<file path="src/design/tpq_pkg.sv">
// package: sizes, codes and types of the timestamp priority queue
`default_nettype none
package tpq_pkg;
	localparam int QUEUE_DEPTH = 16;
	localparam int TIME_BITS   = 32;
	localparam int TAG_BITS    = 16;
	localparam int OCC_BITS    = $clog2(QUEUE_DEPTH + 1);

	localparam logic CMD_INSERT = 1'b0;
	localparam logic CMD_REMOVE = 1'b1;

	localparam logic [1:0] ST_DONE  = 2'd0;
	localparam logic [1:0] ST_EMPTY = 2'd1;
	localparam logic [1:0] ST_FULL  = 2'd2;

	typedef struct packed {
		logic                 valid;
		logic [TIME_BITS-1:0] ev_time;
		logic [TAG_BITS-1:0]  ev_tag;
	} slot_t;

	typedef struct packed {
		logic                 ins;
		logic                 rem;
		logic [TIME_BITS-1:0] ev_time;
		logic [TAG_BITS-1:0]  ev_tag;
	} ctrl_t;
endpackage
`default_nettype wire

</file>
<file path="src/design/tpq_cell.sv">
// one slot of the shift-register queue
`default_nettype none
module tpq_cell (
	input  wire logic          clk,
	input  wire logic          arst_n,
	input  wire tpq_pkg::ctrl_t ctrl,
	input  wire tpq_pkg::slot_t left_slot,
	input  wire logic          left_disp,
	input  wire tpq_pkg::slot_t right_slot,
	output tpq_pkg::slot_t     slot,
	output logic               disp
);
	import tpq_pkg::*;

	logic                 valid_q;
	logic [TIME_BITS-1:0] time_q;
	logic [TAG_BITS-1:0]  tag_q;

	// this entry moves one place back on insert
	assign disp = valid_q && (time_q >= ctrl.ev_time);

	assign slot.valid   = valid_q;
	assign slot.ev_time = time_q;
	assign slot.ev_tag  = tag_q;

	always_ff @(posedge clk or negedge arst_n) begin
		if (!arst_n) begin
			valid_q <= 1'b0;
		end else if (ctrl.ins) begin
			valid_q <= valid_q || left_slot.valid;
		end else if (ctrl.rem) begin
			valid_q <= right_slot.valid;
		end
	end

	always_ff @(posedge clk) begin
		if (ctrl.ins) begin
			if (disp || !valid_q) begin
				if (left_disp) begin
					time_q <= left_slot.ev_time;
					tag_q  <= left_slot.ev_tag;
				end else begin
					time_q <= ctrl.ev_time;
					tag_q  <= ctrl.ev_tag;
				end
			end
		end else if (ctrl.rem) begin
			time_q <= right_slot.ev_time;
			tag_q  <= right_slot.ev_tag;
		end
	end
endmodule
`default_nettype wire

</file>
<file path="src/design/timestamp_priority_queue.sv">
// top level: timestamp-ordered event queue built from a row of slot cells
//
//   channel   direction  handshake            payload
//   request   in         in_valid / in_ready  cmd, event_time, event_tag
//   result    out        out_valid / out_ready status, popped_time, popped_tag, occupancy
//
// one request per cycle while the result is not stalled: every cell compares and shifts in the accept cycle,
// the result appears in the output register on the next cycle
// in_ready is high while the output register is empty or being drained
// reset empties the queue at once; slot contents are not cleared
`default_nettype none
module timestamp_priority_queue (
	input  wire logic                         clk,
	input  wire logic                         arst_n,
	input  wire logic                         in_valid,
	output logic                              in_ready,
	input  wire logic                         cmd,
	input  wire logic [tpq_pkg::TIME_BITS-1:0] event_time,
	input  wire logic [tpq_pkg::TAG_BITS-1:0]  event_tag,
	output logic                              out_valid,
	input  wire logic                         out_ready,
	output logic [1:0]                        status,
	output logic [tpq_pkg::TIME_BITS-1:0]      popped_time,
	output logic [tpq_pkg::TAG_BITS-1:0]       popped_tag,
	output logic [tpq_pkg::OCC_BITS-1:0]       occupancy
);
	import tpq_pkg::*;

	logic                 accept;
	logic                 full;
	logic                 empty;
	ctrl_t                ctrl;
	slot_t                slots [QUEUE_DEPTH];
	logic                 disps [QUEUE_DEPTH];
	logic [OCC_BITS-1:0]  occ_q;
	logic                 out_valid_q;
	logic [1:0]           status_q;
	logic [TIME_BITS-1:0] ptime_q;
	logic [TAG_BITS-1:0]  ptag_q;
	logic [OCC_BITS-1:0]  occ_out_q;

	assign in_ready = !out_valid_q || out_ready;
	assign accept   = in_valid && in_ready;
	assign full     = (occ_q == OCC_BITS'(QUEUE_DEPTH));
	assign empty    = (occ_q == '0);

	assign ctrl.ins     = accept && (cmd == CMD_INSERT) && !full;
	assign ctrl.rem     = accept && (cmd == CMD_REMOVE) && !empty;
	assign ctrl.ev_time = event_time;
	assign ctrl.ev_tag  = event_tag;

	for (genvar i = 0; i < QUEUE_DEPTH; i++) begin : g_cell
		slot_t left_slot;
		logic  left_disp;
		slot_t right_slot;

		if (i == 0) begin : g_head
			assign left_slot.valid   = 1'b1;
			assign left_slot.ev_time = event_time;
			assign left_slot.ev_tag  = event_tag;
			assign left_disp         = 1'b0;
		end else begin : g_body
			assign left_slot = slots[i-1];
			assign left_disp = disps[i-1];
		end

		if (i == QUEUE_DEPTH - 1) begin : g_tail
			assign right_slot.valid   = 1'b0;
			assign right_slot.ev_time = slots[i].ev_time;
			assign right_slot.ev_tag  = slots[i].ev_tag;
		end else begin : g_mid
			assign right_slot = slots[i+1];
		end

		tpq_cell u_cell (
			.clk        (clk),
			.arst_n     (arst_n),
			.ctrl       (ctrl),
			.left_slot  (left_slot),
			.left_disp  (left_disp),
			.right_slot (right_slot),
			.slot       (slots[i]),
			.disp       (disps[i])
		);
	end

	always_ff @(posedge clk or negedge arst_n) begin
		if (!arst_n) begin
			occ_q       <= '0;
			out_valid_q <= 1'b0;
		end else begin
			if (ctrl.ins) begin
				occ_q <= occ_q + OCC_BITS'(1);
			end else if (ctrl.rem) begin
				occ_q <= occ_q - OCC_BITS'(1);
			end
			if (accept) begin
				out_valid_q <= 1'b1;
			end else if (out_ready) begin
				out_valid_q <= 1'b0;
			end
		end
	end

	always_ff @(posedge clk) begin
		if (accept) begin
			priority if (ctrl.rem) begin
				status_q  <= ST_DONE;
				ptime_q   <= slots[0].ev_time;
				ptag_q    <= slots[0].ev_tag;
				occ_out_q <= occ_q - OCC_BITS'(1);
			end else if (ctrl.ins) begin
				status_q  <= ST_DONE;
				ptime_q   <= '0;
				ptag_q    <= '0;
				occ_out_q <= occ_q + OCC_BITS'(1);
			end else begin
				status_q  <= (cmd == CMD_REMOVE) ? ST_EMPTY : ST_FULL;
				ptime_q   <= '0;
				ptag_q    <= '0;
				occ_out_q <= occ_q;
			end
		end
	end

	assign out_valid   = out_valid_q;
	assign status      = status_q;
	assign popped_time = ptime_q;
	assign popped_tag  = ptag_q;
	assign occupancy   = occ_out_q;
endmodule
`default_nettype wire

</file>
<file path="config.mk">
export PLATFORM = sky130hd
export DESIGN_NAME = timestamp_priority_queue
export DESIGN_NICKNAME = d
export VERILOG_FILES = /design/src/design/tpq_pkg.sv /design/src/design/tpq_cell.sv /design/src/design/timestamp_priority_queue.sv
export SDC_FILE = /design/constraint.sdc
export NUM_CORES = 2
export LEC_CHECK = 0
export BUFFER_PORTS_ARGS = -buffer_cell sky130_fd_sc_hd__buf_4
export CORE_AREA = 2 2 435 437
export CTS_CLUSTER_SIZE = 30
export DETAILED_ROUTE_END_ITERATION = 7
export DIE_AREA = 0 0 437 439
export SLEW_MARGIN = 20
export SYNTH_ARGS = -nofsm -noshare
export SYNTH_HDL_FRONTEND = slang
export SYNTH_HIERARCHICAL = 1
export SYNTH_SLANG_ARGS = --single-unit
</file>
<file path="constraint.sdc">
create_clock -name clk -period 4.2 [get_ports clk]
set_clock_uncertainty 0.05 [all_clocks]
set_input_delay 0.84 -clock clk [delete_from_list [all_inputs] [get_ports clk]]
set_output_delay 0.84 -clock clk [all_outputs]
set_load 0.02 [all_outputs]
</file>
* Word level (Yosys, flattened, before mapping)
Index checks and enable logic that the tools add are counted.
** Word-level totals
- Output and inout port bits :: 57
- Flip-flop bits (word level) :: 845
- Input bits :: 53
** Cells by class
- Reduce and logical (&&, ||, !) cells :: 92
- Muxes and demuxes :: 159
- Magnitude comparators :: 16
- Equality and inequality tests :: 16
- Bitwise logic cells :: 1
- $add $sub $neg :: 2
** Operator list (count)
- $mux 32 :: 60
- $mux 16 :: 60
- $ge 32x32->1 :: 16
- $mux 1 :: 34
- $logic_or 1x1->1 :: 32
- $reduce_and 2->1 :: 16
- $ne 2x1->1 const B :: 15
- $logic_and 1x1->1 :: 21
- $mux 5 :: 4
- $logic_not 1->1 :: 19
- $add 5x1->5 const B :: 1
- $eq 5x5->1 const B :: 1
- $logic_not 5->1 :: 1
- $sub 5x1->5 const B :: 1
- $reduce_bool 2->1 :: 2
- $mux 2 :: 1
- $reduce_or 2->1 :: 1
- $not 1->1 :: 1

* Depth between registers and ports, before layout
- Word-level depth :: 7
- Gate-level depth with buffers :: 12
- Gate-level depth less buffers :: 9

* Cells and area by module
The synthesis kept the hierarchy.
** Modules (own cells, without submodules)
- tpq_cell :: times used 16, cells an instance 329, area an instance 3334.4 µm², seq. area each 1466.4 µm²
- timestamp_priority_queue :: times used 1, cells an instance 164, area an instance 2514.9 µm², seq. area each 1801.7 µm²

* Worst setup path after synthesis
No wires, ideal clock.
- Path kind :: input -> register
- Start :: input cmd
- End :: register g_cell[0].u_cell.tag_q[0] (enable)
- Required time :: 3726 ps
- Cell stages on the path :: 6
- Path buffers :: 2
- Arrival time :: 4172 ps
- Slack :: -446 ps
- Path through :: clkbuf_1 > and2_1 > o211a_4 > clkbuf_1 > nor2_1 > a41oi_2
** RTL lines
- start: declaration :: RTL line timestamp_priority_queue.sv:17 : input wire logic cmd,
- end signal: assignment :: RTL line tpq_cell.sv:41 : tag_q <= left_slot.ev_tag;
- end signal: assignment :: RTL line tpq_cell.sv:44 : tag_q <= ctrl.ev_tag;
- end signal: assignment :: RTL line tpq_cell.sv:49 : tag_q <= right_slot.ev_tag;
- end: declaration :: RTL line tpq_cell.sv:17 : logic [TAG_BITS-1:0] tag_q;

==> flow_summary_export.csv <==
group,metric,value,unit
status,run_status,"completed",
detailed_routing,via_count,38600,
timing,fin_crit_sh,0.8543,
clocking,cts_buffers,96,
pwr,p_leak,25.47,nW
clocking,cts_max_level,3,
timing,slew_headroom,0.3976,
floorplanning,initial_utilization,0.2987,
clocking,clock_latency,0.69,ns
placement,io_buffers,109,
clocking,cts_buffer_depth,3,
timing,setup_slack,0.6120,ns
logic_synthesis,ys_warn_count,6,
final_layout,syn_to_final_growth,13.30,%
grt,grt_overflow,0,
detailed_routing,drc,0,
detailed_routing,postRouteAntennaNets,0,
hold_path,hp-start,"cmd",
pwr,vdd_drop_max,345.3,uV
floorplanning,dieArea,0.1918,sq mm
timing,fmax,0.2787,GHz
placement,dpl.cell_count,7850,
floorplanning,rows,159,
pwr,p_per_area,453.2,mW/mm^2
worst_setup_path,crit_type,"input pin to flip-flop",
final_layout,fillCellCount,18910,
logic_synthesis,synthCells,5427,
grt,grt_max_degree,126,
clocking,clk_pin_slew_worst_paths,0.06,ns
pwr,p_total,0.02869,W
grt,grtUsageTotal,0.1329,
floorplanning,fp.dieW,437,microns
hold_path,worstHoldPathType,"input pin to flip-flop",
worst_setup_path,r2r_setup_slack,0.80,ns
timing,hold_viol_final,0,
worst_setup_path,r2r-start,"g_cell[11].u_cell/time_q[23]",
clocking,cts_tree,"done",
run,drv_cap,0,
detailed_routing,drt-pass1-iter-count,6,
final_layout,nets,6023,
grt,grt_pass1_wl,210.8,mm
final_layout,fin_cells,8026,
hold_path,hold_path_end,"occ_q[4]",
worst_setup_path,critPathLaunchType,"input pin",
worst_setup_path,r2r_cells,8,
timing,worst_slew_pin_slew,0.8953,ns
logic_synthesis,avgSynthCellArea,10.29,sq um
floorplanning,core-area,0.1870,sq mm
placement,gp_congestion,0.8160,
timing,period_needed,3.588,ns
worst_setup_path,required,4.58,ns
timing,setup_viol,0,
placement,place_ws,-0.1519,ns
timing,report.final.slew_viol_count,0,
placement,hpwl,97.08,mm
detailed_routing,wl_per_cell,16.29,microns
detailed_routing,initialDrtViolationCount,2493,
worst_setup_path,r2r-end,"g_cell[12].u_cell/tag_q[0]",
clocking,cts_resized,0,
grt,antenna_found_initial,8,
worst_setup_path,cp-end-kind,"flip-flop",
timing,grt_setup_unrepaired,"false",
floorplanning,die_y,439,microns
worst_setup_path,cp_max_fo,48,
worst_setup_path,critPathArrivalTime,3.97,ns
clocking,cts_root_buf,"clkbuf_16",
logic_synthesis,syn_area,0.05586,sq mm
floorplanning,io_pins,110,
clocking,clock-sinks,845,
hold_path,whs_path_depth,2,
detailed_routing,vias_per_cell,4.809,
grt,grt_pass1_vias,38400,
final_layout,drive_above_1_share,0.09079,
detailed_routing,totalWireLength,130.7,mm
==> state kept, by name, indices dropped and copies added, names as in the netlist <==
register               count
popped_time               32
g_cell.u_cell/valid_q     16
popped_tag                16
g_cell.u_cell/time_q     512
status                     2
occ_q                      5
out_valid                  1
occupancy                  5
g_cell.u_cell/tag_q      256
==> placed cells by master, fill, tap and decap left out, types with 15 or more instances in the layout <==
| cell type | n |
|---|---|
| a21oi_1 | 994 |
| edfxtp_1 | 823 |
| nor2_1 | 817 |
| mux2i_1 | 769 |
| inv_1 | 531 |
| ha_1 | 516 |
| buf_4 | 170 |
| nand2_1 | 99 |
| clkbuf_16 | 99 |
| o21ai_0 | 80 |
| nand4_1 | 80 |
| buf_12 | 53 |
| and2_1 | 50 |
| nand3_1 | 49 |
| a21o_1 | 32 |
| clkbuf_1 | 25 |
| dfrtp_1 | 22 |
| nor2b_1 | 19 |
| clkinv_1 | 19 |
| a211oi_2 | 17 |
| nor3_1 | 17 |
| a221o_1 | 16 |
| and4_1 | 16 |
| and4_2 | 16 |
| a21o_2 | 16 |
| nand2b_4 | 16 |
| a2111oi_4 | 16 |
| a2111oi_2 | 16 |
| nor4_1 | 16 |
| o31ai_2 | 16 |
| a41oi_4 | 16 |
| a211oi_1 | 16 |
| clkinv_2 | 15 |
| a21boi_4 | 15 |
==> critical path: stages <==
cell and delay, ns:
buf_4 0.35, inv_1 0.10, ha_1 0.32, nand4_1 0.20
nor4_1 0.79, o31ai_2 0.31, a21boi_4 0.25, buf_12 0.33
mux2i_1 0.29, a21oi_1 0.10
==> report_power, final <==
part	internal, W	switching [W]	leakage (nW)
registers	0.0111	0.00106	7.97
clock network	0.00475	0.00348	1.48
logic	0.00360	0.00470	16.0
==> worst max-delay path by stage <==
stage,start,to,slack (ns),cells after the start
finish,event_time[21],g_cell[11].u_cell/tag_q[9],0.61,10
global placement,event_time[21],g_cell[11].u_cell/tag_q[9],-0.11,10
floorplan,cmd,g_cell[15].u_cell/tag_q[0],0.44,8
CTS,event_time[21],g_cell[11].u_cell/tag_q[9],0.58,10
detailed placement,event_time[21],g_cell[11].u_cell/tag_q[9],-0.15,10
global route,event_time[23],g_cell[12].u_cell/tag_q[0],0.49,10
==> timing repair <==
item                                    CTS  global route
buffers inserted                          0             0
hold endpoints to repair                  6             0
hold buffers                              1             0
endpoints found under the setup margin    0             0
==> metal layers <==
layer	global-route usage	vias to the layer above	wire (microns)
met5	0	-	57
met4	0.03821	10	2952
met3	0.01705	172	4774
met2	0.2146	603	59150
met1	0.1856	18020	63780
li1	-	19790	-
==> final cells by class <==
type,count,area (sq um),share of cell area
antenna,2,5.005,0.00007908
clock buffer,129,2640,0.04171
clock inverter,44,361.6,0.005713
inverter,532,2004,0.03167
multi-input combinational,3755,27550,0.4352
sequential,845,25260,0.3992
tap,2495,3122,0.04932
timing repair buffer,224,2347,0.03709
==> per-stage QoR <==
step	TNS [ns]	utilization	hold slack, ns	instance area, sq um
after floorplan	0	-	0.4743	56040
after global placement	-3.102	0.3223	0.5053	60270
after detailed placement	-8.300	0.3223	0.5020	60270
after CTS	0	0.3384	0.2689	63280
after global routing	0	0.3384	0.3071	63290
final	0	0.3384	0.3380	63290
No activity file was read; power rests on OpenSTA's default activity.
